`src/sv/tli_pkg.sv`:
```
// ----------------------------------------------------------------------------
// tli_pkg: shared types and constants of the turtle line interpreter
// Symbol codes, configuration register indexes, result kinds, internal
// operation codes and the fixed-point coefficients of the quarter sine.
// ----------------------------------------------------------------------------
package tli_pkg;

    // Symbols with a fixed meaning.
    localparam logic [7:0] SYM_PLUS  = 8'h2B;
    localparam logic [7:0] SYM_MINUS = 8'h2D;
    localparam logic [7:0] SYM_OPEN  = 8'h28;
    localparam logic [7:0] SYM_CLOSE = 8'h29;

    // Configuration register indexes.
    localparam int unsigned CFG_IDX_W = 3;
    localparam logic [CFG_IDX_W-1:0] CFG_START_HEADING = 3'd0;
    localparam logic [CFG_IDX_W-1:0] CFG_TURN_STEP     = 3'd1;
    localparam logic [CFG_IDX_W-1:0] CFG_DRAW_MASK_0   = 3'd2;
    localparam logic [CFG_IDX_W-1:0] CFG_DRAW_MASK_1   = 3'd3;
    localparam logic [CFG_IDX_W-1:0] CFG_DRAW_MASK_2   = 3'd4;
    localparam logic [CFG_IDX_W-1:0] CFG_DRAW_MASK_3   = 3'd5;
    localparam int unsigned CFG_DATA_W = 64;

    // Result kinds.
    localparam logic [1:0] KIND_NEW       = 2'd0;
    localparam logic [1:0] KIND_EXTEND    = 2'd1;
    localparam logic [1:0] KIND_OVERFLOW  = 2'd2;
    localparam logic [1:0] KIND_UNDERFLOW = 2'd3;

    // Operation decided for an item when it is accepted.
    typedef enum logic [2:0] {
        OP_TURN,
        OP_PUSH,
        OP_POP,
        OP_OVF,
        OP_UNF,
        OP_MOVE,
        OP_RESTART
    } t_op;

    // Quarter sine: sin(pi/2 * x / 2^30) as a Q30 odd polynomial.
    localparam logic [30:0] ONE_Q30 = 31'h4000_0000;
    localparam logic [30:0] CO_A1   = 31'd1686629713;
    localparam logic [29:0] CO_B3   = 30'd693598668;
    localparam logic [26:0] CO_B5   = 27'd85569306;
    localparam logic [22:0] CO_B7   = 23'd5026995;
    localparam logic [17:0] CO_B9   = 18'd172272;
    localparam int unsigned QS_LAT  = 6;

    // Control of a pose stack.
    typedef struct packed {
        logic push;
        logic pop;
        logic clear;
    } t_stk_cmd;

    typedef struct packed {
        logic empty;
        logic full;
    } t_stk_status;

    // One result beat.
    typedef struct packed {
        logic [1:0]         kind;
        logic signed [31:0] xs;
        logic signed [31:0] ys;
        logic signed [31:0] xe;
        logic signed [31:0] ye;
    } t_seg;

endpackage

```
`src/sv/tli_ram.sv`:
```
// ----------------------------------------------------------------------------
// tli_ram: generic simple dual-port RAM
// One write port and one read port with registered read data.
// ----------------------------------------------------------------------------
module tli_ram #(
    parameter int unsigned WIDTH = 32,
    parameter int unsigned DEPTH = 32,
    localparam int unsigned AW   = (DEPTH > 1) ? $clog2(DEPTH) : 1
) (
    input  logic             i_clk,
    input  logic             i_we,
    input  logic [AW-1:0]    i_waddr,
    input  logic [WIDTH-1:0] i_wdata,
    input  logic [AW-1:0]    i_raddr,
    output logic [WIDTH-1:0] o_rdata
);

    logic [WIDTH-1:0] r_mem [DEPTH];

    always_ff @(posedge i_clk) begin
        if (i_we) begin
            r_mem[i_waddr] <= i_wdata;
        end
        o_rdata <= r_mem[i_raddr];
    end

endmodule

```
`src/sv/tli_stack.sv`:
```
// ----------------------------------------------------------------------------
// tli_stack: bounded LIFO with a cached top entry
// The top entry lives in a register; deeper entries live in a RAM whose
// registered read always fetches the entry just below the next top, so a pop
// can complete in every cycle.
// ----------------------------------------------------------------------------
module tli_stack #(
    parameter int unsigned WIDTH = 16,
    parameter int unsigned DEPTH = 32
) (
    input  logic                 i_clk,
    input  logic                 i_rst_n,
    input  tli_pkg::t_stk_cmd    i_cmd,
    input  logic [WIDTH-1:0]     i_wdata,
    output logic [WIDTH-1:0]     o_top,
    output tli_pkg::t_stk_status o_status
);

    localparam int unsigned AW = (DEPTH > 1) ? $clog2(DEPTH) : 1;
    localparam int unsigned LW = $clog2(DEPTH + 1);

    logic [LW-1:0]    r_level, n_level;
    logic [WIDTH-1:0] r_top, n_top;
    logic             r_fwd_v;
    logic [WIDTH-1:0] r_fwd_data;
    logic [WIDTH-1:0] ram_rdata;
    logic [WIDTH-1:0] below;
    logic             we;
    logic [LW:0]      waddr_full;
    logic [LW:0]      raddr_full;
    logic [AW-1:0]    waddr;
    logic [AW-1:0]    raddr;

    // The entry below the top: the RAM read, or the value written into that
    // very slot during the previous cycle.
    assign below = r_fwd_v ? r_fwd_data : ram_rdata;

    always_comb begin
        n_level = r_level;
        n_top   = r_top;
        we      = 1'b0;
        if (i_cmd.clear) begin
            n_level = '0;
        end else if (i_cmd.push) begin
            we      = (r_level != '0);
            n_top   = i_wdata;
            n_level = r_level + LW'(1);
        end else if (i_cmd.pop) begin
            n_top   = below;
            n_level = r_level - LW'(1);
        end
    end

    assign waddr_full = {1'b0, r_level} - (LW + 1)'(1);
    assign raddr_full = {1'b0, n_level} - (LW + 1)'(2);
    assign waddr      = waddr_full[AW-1:0];
    assign raddr      = raddr_full[AW-1:0];

    tli_ram #(
        .WIDTH (WIDTH),
        .DEPTH (DEPTH)
    ) u_ram (
        .i_clk   (i_clk),
        .i_we    (we),
        .i_waddr (waddr),
        .i_wdata (r_top),
        .i_raddr (raddr),
        .o_rdata (ram_rdata)
    );

    always_ff @(posedge i_clk) begin
        if (!i_rst_n) begin
            r_level <= '0;
            r_fwd_v <= 1'b0;
        end else begin
            r_level <= n_level;
            r_fwd_v <= we && (waddr == raddr);
        end
        r_top      <= n_top;
        r_fwd_data <= r_top;
    end

    assign o_top          = r_top;
    assign o_status.empty = (r_level == '0);
    assign o_status.full  = (r_level == LW'(DEPTH));

`ifndef SYNTH
    a_no_underrun: assert property (@(posedge i_clk) disable iff (!i_rst_n)
        i_cmd.pop |-> r_level != '0)
        else $error("pop issued on an empty stack");

    a_no_overrun: assert property (@(posedge i_clk) disable iff (!i_rst_n)
        i_cmd.push |-> r_level != LW'(DEPTH))
        else $error("push issued on a full stack");

    a_one_cmd: assert property (@(posedge i_clk) disable iff (!i_rst_n)
        $onehot0({i_cmd.push, i_cmd.pop, i_cmd.clear}))
        else $error("more than one stack command in a cycle");
`endif

endmodule

```
`config.mk`:
```
export PLATFORM = sky130hd
export DESIGN_NAME = tli_stack
export DESIGN_NICKNAME = d
export VERILOG_FILES = /design/src/sv/tli_pkg.sv /design/src/sv/tli_ram.sv /design/src/sv/tli_stack.sv
export SDC_FILE = /design/constraint.sdc
export NUM_CORES = 1
export LEC_CHECK = 0
export BUFFER_PORTS_ARGS = -buffer_cell sky130_fd_sc_hd__buf_2
export CAP_MARGIN = 10
export CORE_MARGIN = 5
export CORE_UTILIZATION = 30
export DETAILED_ROUTE_END_ITERATION = 10
export PLACE_DENSITY_LB_ADDON = 0.25
export SLEW_MARGIN = 5
export SYNTH_ARGS = -nofsm -noshare
export SYNTH_HDL_FRONTEND = slang
export SYNTH_SLANG_ARGS = --single-unit
```
`constraint.sdc`:
```
create_clock -name i_clk -period 5.3 [get_ports i_clk]
set_input_delay 1.59 -clock i_clk [delete_from_list [all_inputs] [get_ports i_clk]]
set_output_delay 1.59 -clock i_clk [all_outputs]
set_load 0.05 [all_outputs]
```
; After elaboration in Yosys (flattened, before gate mapping)
; Memories as Yosys holds them, arrays and structs flattened. A register that Yosys moved wholly into a read port is not among the register bits.
; Cells that the tools add are included.
[word_totals]
output_inout_bits = 18
reg_bits = 39
word_cells = 27
inputBits = 21
ram_bits = 512
n_memories = 1
[mem_list]
columns = name, words, width, read_ports, rd_ports_with_merged_regs, wr, line_no
row1 = u_ram.r_mem, 32, 16, 1, 1, 1, tli_ram.sv:18  ; logic [WIDTH-1:0] r_mem [DEPTH];
[classes]
n_eq_ne = 2
bitwise = 1
addsub = 4
muxes = 10
n_reduce_logical = 5
[ops]
columns = cell, count
row1 = 2-to-1 mux 16 bit, 3
row2 = 2-to-1 mux 6 bit, 3
row3 = adder 6 x 1 -> 6 bit (second input constant), 1
row4 = == test 6 bit (second input constant), 1
row5 = zero test 6 bit, 1
row6 = nonzero test 6 bit, 1
row7 = subtractor 6 x 1 -> 6 bit (second input constant), 1
row8 = == test 5 bit, 1
row9 = subtractor 5 x 1 -> 5 bit (second input constant), 1
row10 = subtractor 5 x 2 -> 5 bit (second input constant), 1
row11 = 2-to-1 mux 1 bit, 4
row12 = AND reduction 2 bit, 1
row13 = nonzero test 2 bit, 1
row14 = logical AND 1 bit, 1
row15 = NOT 1 bit, 1

; Depth between registers and ports, before layout
; Gate-level depths: netlist of run 1.
[logic_depth]
depth_word = 7
ltp_mapped = 17

; Cells and area by module
; From an unflattened synthesis of run 1, not the netlist that was laid out.
[unflattened]
cells_unflattened = 1304
area_unflattened_um2 = 22242.6
[by_module_without_submodules]
columns = module, cells_each, area_each_um2, n_inst
row1 = tli_ram, 1143, 20535.9, 1
row2 = tli_stack, 161, 1706.6, 1

; Worst setup path after synthesis of run 1
; Ideal clock, no wire load.
[synth_timing]
kind = input to register
start = input port i_cmd[2] (netlist name)
end = register u_ram.o_rdata[8] (read register of u_ram.r_mem)
cell_stages = 12
arrival_ns = 4.252
setup_time_ns = 0.123
setup_slack_ns = 0.925
path_cell_list = buf_2 > or3b_1 > a31oi_4 > inv_4 > ha_1 > buf_2 > nor2_1 > clkbuf_1 > a22oi_1 > o211ai_1 > mux2i_1 > mux2_1
[synth_between]
elab_chain_len = 3
[synth_rtl]
columns = element, line_no
row1 = from (decl), tli_stack.sv:13  ; input tli_pkg::t_stk_cmd i_cmd,
row2 = 2-to-1 mux 6 bit, tli_stack.sv:44  ; end else if (i_cmd.push) begin
row3 = 2-to-1 mux 6 bit, tli_stack.sv:42  ; if (i_cmd.clear) begin
row4 = subtractor 5 x 2 -> 5 bit, tli_stack.sv:55  ; assign raddr_full = {1'b0, n_level} - (LW + 1)'(2);
row5 = to (decl), tli_ram.sv:15  ; output logic [WIDTH-1:0] o_rdata
; Every way passes these cells.
; A chain may end at the register's enable or synchronous reset.

==> reports/results.ini, run 1 <==
[sta]
drv_slew = 0
period_share = 0.810
clock.fmax_mhz = 233
min_period_ps = 4290
fin_skew_ps = 19.1
hold_violations = 0
finalSetupTns_ps = 0
worstMarginPinSlew_ps = 1110
rsz0062_at_grt = false
maxSlewHeadroom = 0.259
finalSetupViolCount = 0

[synth]
synth-compound-area-share = 0.0561
synth_top_area_share = 0.703
async_reset_ff_frac = 0
avgSynthCellArea_um2 = 17.5
synth_top_family_by_area = multiplexers
muxShareOfSynthArea = 0.149
netlist_instances = 1290
yosys.area.top_type = edfxtp_1
synth_edf_count = 528
ys.flop_type = edfxtp_1
synth_cell_types = 55
synth_area_leaders = edfxtp_1 (70%), mux2i_1 (9.2%), mux2_2 (5.3%)
ys_ff_latch = 567
yosysWarnings = 0
synthSimpleGateAreaFrac = 0.0297
syn_area_mm2 = 0.0226
seq_area_frac_synth = 0.737
synthAdderAreaFrac = 0.00333
synth_xor_area_frac = 0.00427
synth_fp_nets = 1317

[cts]
cts_sinks = 567
clk_latency_ps = 610
cts_tree = built
path_clk_slew_ps = 60
cts-resized-gates = 0
postCtsSetupRepairBufs = 0
cts_max_path_buffers = 3
htree_levels = 2
cts_made_buffers = 58
cts_hold_buf = 0
cts_root_buf = clkbuf_16

[layout]
antenna_cells = 0
n_fill_cell = 6955
drive_gt1_frac = 0.242
final_cell_mix = edfxtp_1 (528), mux2i_1 (207), mux2_2 (107)
finalNetCount = 1428
regArea_mm2 = 0.0166
layout_commonest_cell = edfxtp_1
multi_input_area_mm2 = 0.00553
area_growth_pct = 16.6

[min_path]
hp-class = reg -> reg
hold_end = r_level[5]
hp-start = r_level[5]
hold_depth = 2

[floorplanning]
die_w_um = 284
core_region_area_mm2 = 0.0744
rows = 100
die_area_mm2 = 0.0808
die_h_um = 284
start_util = 0.303
io_pins = 39

[pwr]
p_leak_uw = 0.00912
p_total_uw = 10400
vdd_drop_max_mv = 0.264
power_density_mw_per_mm2 = 395

[route]
wire_per_inst_um = 24.6
vias = 11700
ant_nets = 0
wl_um = 59500
remaining_drc_errors = 0
drt_iter0_markers = 925
viasPerCell = 4.83
dr.pass1.iters = 4

[global_route]
antenna_found_initial = 2
track_usage = 0.143
grt_pass1_vias = 12300
grt_overflow = 0
grt_max_degree = 65
grt_pass1_wl_um = 85800

[placed_design]
place_hpwl_um = 35500
place.gp.congestion = 0.763
port_buffers = 38

[run]
maxCapViolCount = 0

[setup_path]
cp-start-kind = flop
critical_path_class = reg -> out
critPathRequiredTime_ps = 3710
end_kind = primary output
cp.arrival_ps = 2700
path_max_fanout = 12
reg2reg_slack_ps = 1190
worstReg2RegStart = r_level[0]
r2r_end = u_ram.o_rdata[1]
worst_r2r_path_depth = 12

[outcome]
status = completed

[worst max-delay path by stage]
stage,startpoint,end,slack (ps)
detailed placement,i_cmd[1],u_ram.o_rdata[1],480
global route,r_level[0],o_status[1],860
CTS,r_level[0],o_status[1],1000
finish,r_level[0],o_status[1],1010
floorplan,i_cmd[2],u_ram.o_rdata[8],920
global placement,i_cmd[1],u_ram.o_rdata[2],500
[Yosys cell counts (all sizes together), types with 6 or more instances]
| library cell | n |
|---|---|
| a22oi | 31 |
| nor2 | 49 |
| edfxtp | 528 |
| dfxtp | 39 |
| ha | 6 |
| clkbuf | 20 |
| o22ai | 35 |
| nand2 | 64 |
| o21ai | 23 |
| o211ai | 30 |
| mux2i | 207 |
| mux2 | 113 |
| xnor2 | 10 |
| nand2b | 6 |
| a221o | 30 |
| buf | 51 |
[report_power, final]
part	internal (µW)	switching, µW
sequential	5050	77.6
clock	2450	1690
combinational	382	728
total	7880	2500
[through the flow]
step	instance area (µm²)	utilization	instances	hold WS [ps]	setup WS, ps
after floorplan	22600	-	1290	498	925
after global placement	24300	0.327	2310	540	503
after detailed placement	24300	0.327	2310	552	476
after CTS	26300	0.353	2420	566	1000
after global routing	26300	0.353	2420	612	861
final	26300	0.353	2420	562	1010
[cell families (layout without fill, tap and decap cells)]
family          count (synthesis)  in the layout
compound gates                165            165
xor+xnor                       11             11
fa+ha+maj                       6              6
buf+inv                        76            237
flops                         567            567
mux                           320            320
simple gates                  145            145
[metal layers]
| layer | part of all wire | global-route usage | wire length, µm | vias to the layer above |
|---|---|---|---|---|
| met5 | 0 | 0 | 0 | - |
| met4 | 0.022 | 0.0368 | 1310 | 0 |
| met3 | 0.044 | 0.0249 | 2640 | 80 |
| met2 | 0.48 | 0.238 | 28600 | 240 |
| met1 | 0.45 | 0.196 | 26900 | 6049 |
| li1 | - | - | - | 5323 |
[worst max-delay path, cell delays in order (launching register included)]
cell	delay, ps
dfxtp_1	450
inv_1	140
ha_1	380
nand2b_1	200
nor4_1	550
buf_2	380
[cell type report]
class | instances | area share
clock inverters | 23 | 0.00818
flip-flops and latches | 567 | 0.633
multi-input cells | 647 | 0.210
clock buffers | 87 | 0.0659
well taps | 969 | 0.0461
repair buffers | 122 | 0.0360
inverters | 5 | 0.000809
[state kept, by name (all words and copies together) (netlist names)]
register and flops:
u_ram.r_mem 512, o_top 16, r_fwd_data 16, u_ram.o_rdata 16
r_level 6, r_fwd_v 1
Note: power is estimated with default switching activity, not from simulation.
==> inputs of run 2 (changes only) <==
- ABC_AREA: unset -> 1
- clock period: 5.3 -> 4 ns (I/O delays scaled with it)
==> run 2 against run 1 <==
Net effect: total power increased by 37%; count of clock-buffer cells in the layout decreased by 14; critical path type unchanged; synthesized cell count increased by 53%; sequential cell count unchanged; sequential power increased by 31%; first-iteration DRC count increased by 100%; largest cell class unchanged; area after synthesis increased by 3.3%; setup slack got worse by 490 ps; clock power increased by 39%; highest routed layer is now met5.
==> reports/results.ini, run 2 <==
[synth]
ys.flop_type = edfxtp_1
synth_top_area_share = 0.680
ys_ff_latch = 567
synth_area_leaders = edfxtp_1 (68%), nand3_1 (11%), nand2_1 (6.5%)
avgSynthCellArea_um2 = 11.8
synth_cell_types = 25
async_reset_ff_frac = 0
yosysWarnings = 0
synthTopCellsByCount = edfxtp_1 (528), nand3_1 (500), nand2_1 (404)
netlist_instances = 1972
synth_fp_nets = 1999
synth_edf_count = 528
post-synth-top-count-cell = edfxtp_1
seq_area_frac_synth = 0.714
yosys.area.top_type = edfxtp_1
syn_area_mm2 = 0.0233

[sta]
rsz0062_at_grt = false
worstMarginPinSlew_ps = 1340
maxSlewHeadroom = 0.109
clock.fmax_mhz = 288
finalSetupViolCount = 0
period_share = 0.870
fin_skew_ps = 21.8
min_period_ps = 3480
finalSetupTns_ps = 0
hold_violations = 0
drv_slew = 0

[setup_path]
path_max_fanout = 8
reg2reg_slack_ps = 540
cp.arrival_ps = 2280
slowest_delay_ps = 440
crit_chain = inv_2 > ha_1 > nand4_1 > nor2_1 > buf_2
worst_r2r_path_depth = 14
cp-start-kind = flop
worst_path_max_delay_cell = dfxtp_1
r2r_end = u_ram.o_rdata[5]
critPathRequiredTime_ps = 2800
worstReg2RegStart = r_level[0]
critical_path_class = reg -> out
end_kind = primary output

[floorplanning]
die_h_um = 289
start_util = 0.302
die_w_um = 289
rows = 102
core_region_area_mm2 = 0.0772
die_area_mm2 = 0.0834
io_pins = 39

[placed_design]
place.gp.congestion = 0.842
place_hpwl_um = 42200
port_buffers = 38

[min_path]
hp-start = r_level[5]
hold_depth = 3
hold_end = r_level[5]
hp-class = reg -> reg

[cts]
cts_sinks = 567
cts_made_buffers = 60
clk_latency_ps = 630
cts_max_path_buffers = 3
cts_root_buf = clkbuf_16
cts_tree = built
path_clk_slew_ps = 60
postCtsSetupRepairBufs = 0
cts-resized-gates = 0
htree_levels = 2
cts_hold_buf = 0

[global_route]
grt_pass1_vias = 15700
grt_overflow = 0
grt_pass1_wl_um = 110000
grt_max_degree = 181
antenna_found_initial = 6
track_usage = 0.177

[layout]
layout_commonest_cell = edfxtp_1
regMostFlops = u_ram.r_mem
finalNetCount = 2030
largest_reg_flops = 512
final_cell_mix = edfxtp_1 (528), nand3_1 (500), nand2_1 (403)
drive_gt1_frac = 0.118
area_growth_pct = 16.1

[route]
ant_nets = 0
drt_iter0_markers = 1848
remaining_drc_errors = 0
wl_um = 75600
vias = 16400
viasPerCell = 5.30
wire_per_inst_um = 24.4
dr.pass1.iters = 7

[pwr]
vdd_drop_max_mv = 0.325
p_leak_uw = 0.00948
p_total_uw = 14200
power_density_mw_per_mm2 = 527

[run]
maxCapViolCount = 0

[outcome]
status = completed

## run 2: cell types whose count changed in the layout (fill, tap and decap cells not counted), moves of 22 or more
cell	delta
a21oi_1	+34
a221o_1	-30
a22oi_1	-31
inv_1	+32
mux2_2	-107
mux2i_1	-207
nand2_1	+341
nand3_1	+497
nand4_1	+182
nor2_1	+22
o211ai_1	-29
o22ai_1	-35
## run 2: worst max-delay path: cells and delay by family (launching register included)
kind                     cells  cell delay (ps)
adder cells (fa/ha/maj)      1              310
AND/OR/NAND/NOR              2              380
buffers and inverters        2              520
flip-flops                   1              440
## run 2: area by class of cell
type | count | area, µm²
inverter | 42 | 165
timing repair buffer | 121 | 1050
multi-input combinational | 1211 | 5850
antenna | 3 | 7.51
fill | 7552 | 50200
sequential | 567 | 16600
clock buffer | 73 | 1610
clock inverter | 40 | 435
tap | 1040 | 1300
## run 2: logic make-up (layout without fill, tap and decap cells)
logic type,after synthesis,count (layout),synth area share
compound gates,41,41,0.00918
other cells,0,3,0
fa+ha+maj,6,6,0.00322
buf+inv,194,276,0.0377
simple gates,1163,1163,0.236
flops,567,567,0.714
xor+xnor,1,1,0.000376
## run 2: per-stage QoR
step / hold WS [ps] / util / worst slack, ps / area [µm²] / instances
after floorplan: 506 / - / 741 / 23300 / 1972
after global placement: 560 / 0.324 / 286 / 25000 / 2981
after detailed placement: 544 / 0.324 / 277 / 25000 / 2981
after CTS: 558 / 0.350 / 504 / 27100 / 3094
after global routing: 609 / 0.350 / 368 / 27100 / 3094
final: 558 / 0.350 / 522 / 27100 / 3097
## run 2: how the worst max path moves through the flow
stage | endpoint | start | cells after the start
floorplan | u_ram.r_mem[11][0] | i_cmd[0] | 7
global placement | u_ram.o_rdata[8] | i_cmd[2] | 13
detailed placement | u_ram.o_rdata[11] | i_cmd[2] | 13
CTS | o_status[1] | r_level[0] | 5
global route | o_status[1] | r_level[0] | 5
finish | o_status[1] | r_level[0] | 5
## run 2: routing by layer
layer | GRT usage | routed length, µm
met5 | 0.0122 | 138
met4 | 0.0544 | 2360
met3 | 0.0441 | 6990
met2 | 0.266 | 33200
met1 | 0.254 | 32900
## run 2: report_power, final
part | internal, µW | switching (µW) | total, µW
clock network | 3440 | 2330 | 5770
logic | 405 | 1330 | 1740
registers | 6690 | 59.3 | 6740
total | 10500 | 3720 | 14200
==> inputs of run 3 (changes only) <==
==> constraint.sdc (replaced) <==
create_clock -name i_clk -period 4 [get_ports i_clk]
set_input_delay 0.2 -clock i_clk [delete_from_list [all_inputs] [get_ports i_clk]]
set_output_delay 0.2 -clock i_clk [all_outputs]
set_load 0.05 [all_outputs]
==> run 3 against run 2 <==
Net effect: total power is 4.1% lower; clock power shrank 9.4%; sequential share of layout area increased by 0.47 points; clock skew up 4.1 ps; highest routed layer is now met4.
==> reports/results.ini, run 3 (same netlist as run 2, synthesis figures left out) <==
[layout]
largest_reg_flops = 512
final_cell_mix = edfxtp_1 (528), nand3_1 (500), nand2_1 (403)
finalNetCount = 2046
drive_gt1_frac = 0.111
multi_input_area_mm2 = 0.00585
layout_commonest_cell = edfxtp_1
regArea_mm2 = 0.0166
n_fill_cell = 7511
regMostFlops = u_ram.r_mem
area_growth_pct = 15.2

[cts]
cts_max_path_buffers = 3
htree_levels = 2
cts_made_buffers = 58
cts_tree = built
cts_sinks = 567
cts-resized-gates = 0
postCtsSetupRepairBufs = 0
cts_root_buf = clkbuf_16
path_clk_slew_ps = 60
cts_hold_buf = 17
clk_latency_ps = 620

[global_route]
grt_overflow = 0
grt_pass1_wl_um = 111000
grt_max_degree = 180
grt_pass1_vias = 15400
track_usage = 0.177
antenna_found_initial = 2

[setup_path]
path_buf_inv = 4
slowest_delay_ps = 520
startpoint = r_level[0]
worstReg2RegStart = r_level[0]
worst-path-stages = 14
r2r_end = u_ram.o_rdata[1]
worst_r2r_path_depth = 14
critPathRequiredTime_ps = 4550
path_max_fanout = 65
worst_path_max_delay_cell = dfxtp_1
cp.arrival_ps = 3810
end_kind = flop
cp-start-kind = flop
critical_path_class = reg -> reg
crit_path_end = u_ram.o_rdata[1]
reg2reg_slack_ps = 750
crit_chain = inv_2 > ha_1 > inv_1 > nand2_1 > nand2_2 > o21ai_0 > nor2_1 > inv_1 > ha_2 > buf_12 > nand3_1 > nand3_1 > nand3_1 > nand2_1
worst_path_most_repeated_cell = nand3_1
path_delay_family = simple AND/OR/NAND/NOR gates

[floorplanning]
io_pins = 39
rows = 102
die_area_mm2 = 0.0834
start_util = 0.302
die_w_um = 289
die_h_um = 289
core_region_area_mm2 = 0.0772

[pwr]
power_density_mw_per_mm2 = 509
combPwrFrac = 0.121
seqPwrFrac = 0.497
swShare = 0.263
p_total_uw = 13700
p_switching_uw = 3600
vdd_drop_max_mv = 0.322
clkPwrFrac = 0.383
p_leak_uw = 0.00939
intPower_uw = 10100

[sta]
clock.fmax_mhz = 307
maxSlewHeadroom = 0.349
worstMarginPinSlew_ps = 977
finalSetupTns_ps = 0
min_period_ps = 3250
rsz0062_at_grt = false
finalSetupViolCount = 0
period_share = 0.814
hold_violations = 0
fin_skew_ps = 25.8
drv_slew = 0

[min_path]
hp-class = in -> reg

[outcome]
status = completed

[route]
remaining_drc_errors = 0
vias = 16500
wire_per_inst_um = 24.4
viasPerCell = 5.32
drt_iter0_markers = 2180
wl_um = 75900
ant_nets = 0
dr.pass1.iters = 6

[placed_design]
port_buffers = 38
place_hpwl_um = 43700
place.gp.congestion = 0.837

[run]
maxCapViolCount = 0

[run 3: how the worst min path moves through the flow]
stage / from / endpoint / cells after the start
floorplan: i_rst_n / r_level[5] / 2
global placement: i_rst_n / r_level[5] / 3
detailed placement: i_rst_n / r_level[5] / 3
CTS: i_cmd[0] / r_level[4] / 4
global route: i_cmd[0] / r_level[4] / 4
finish: i_cmd[0] / r_level[4] / 4
[run 3: layer usage]
metal | up-vias | GRT usage | share of wire
li1 | 7361 | - | -
met3 | 105 | 0.0324 | 0.084
met5 | - | 0 | 0
met1 | 8309 | 0.264 | 0.45
met4 | 0 | 0.0434 | 0.024
met2 | 762 | 0.269 | 0.44
[run 3: metrics by stage]
stage               hold slack (ps)  cells  worst slack [ps]  instance area, µm²   util
CTS                            69.8   3106               789               26800  0.348
detailed placement              498   2982               715               24900  0.322
floorplan                       344   1972              1270               23300      -
finish                          110   3109               746               26900  0.348
global route                    112   3106               579               26800  0.348
global placement                490   2982               729               24900  0.322
[run 3: final cells by class]
class,instances,area share
clock buffer,89,0.0622
sequential,567,0.619
timing repair buffer,139,0.0406
antenna,3,0.000280
tap,1040,0.0485
inverter,42,0.00615
multi-input combinational,1211,0.218
clock inverter,18,0.00503
[run 3: worst register-to-register path, cell delays in order (launching register included)]
cell	delay, ps
dfxtp_1	520
inv_2	180
ha_1	300
inv_1	80
nand2_1	60
nand2_2	140
o21ai_0	100
nor2_1	170
inv_1	90
ha_2	370
buf_12	360
nand3_1	280
nand3_1	170
nand3_1	240
nand2_1	130
[run 3: power groups by stage]
stage	Combinational, µW	Clock, µW	Sequential [µW]
after global placement	1620	0	6920
after detailed placement	1630	0	6910
after CTS	1640	5320	6790
after floorplan	833	0	6980
after global routing	1770	5560	6790
final	1650	5230	6790
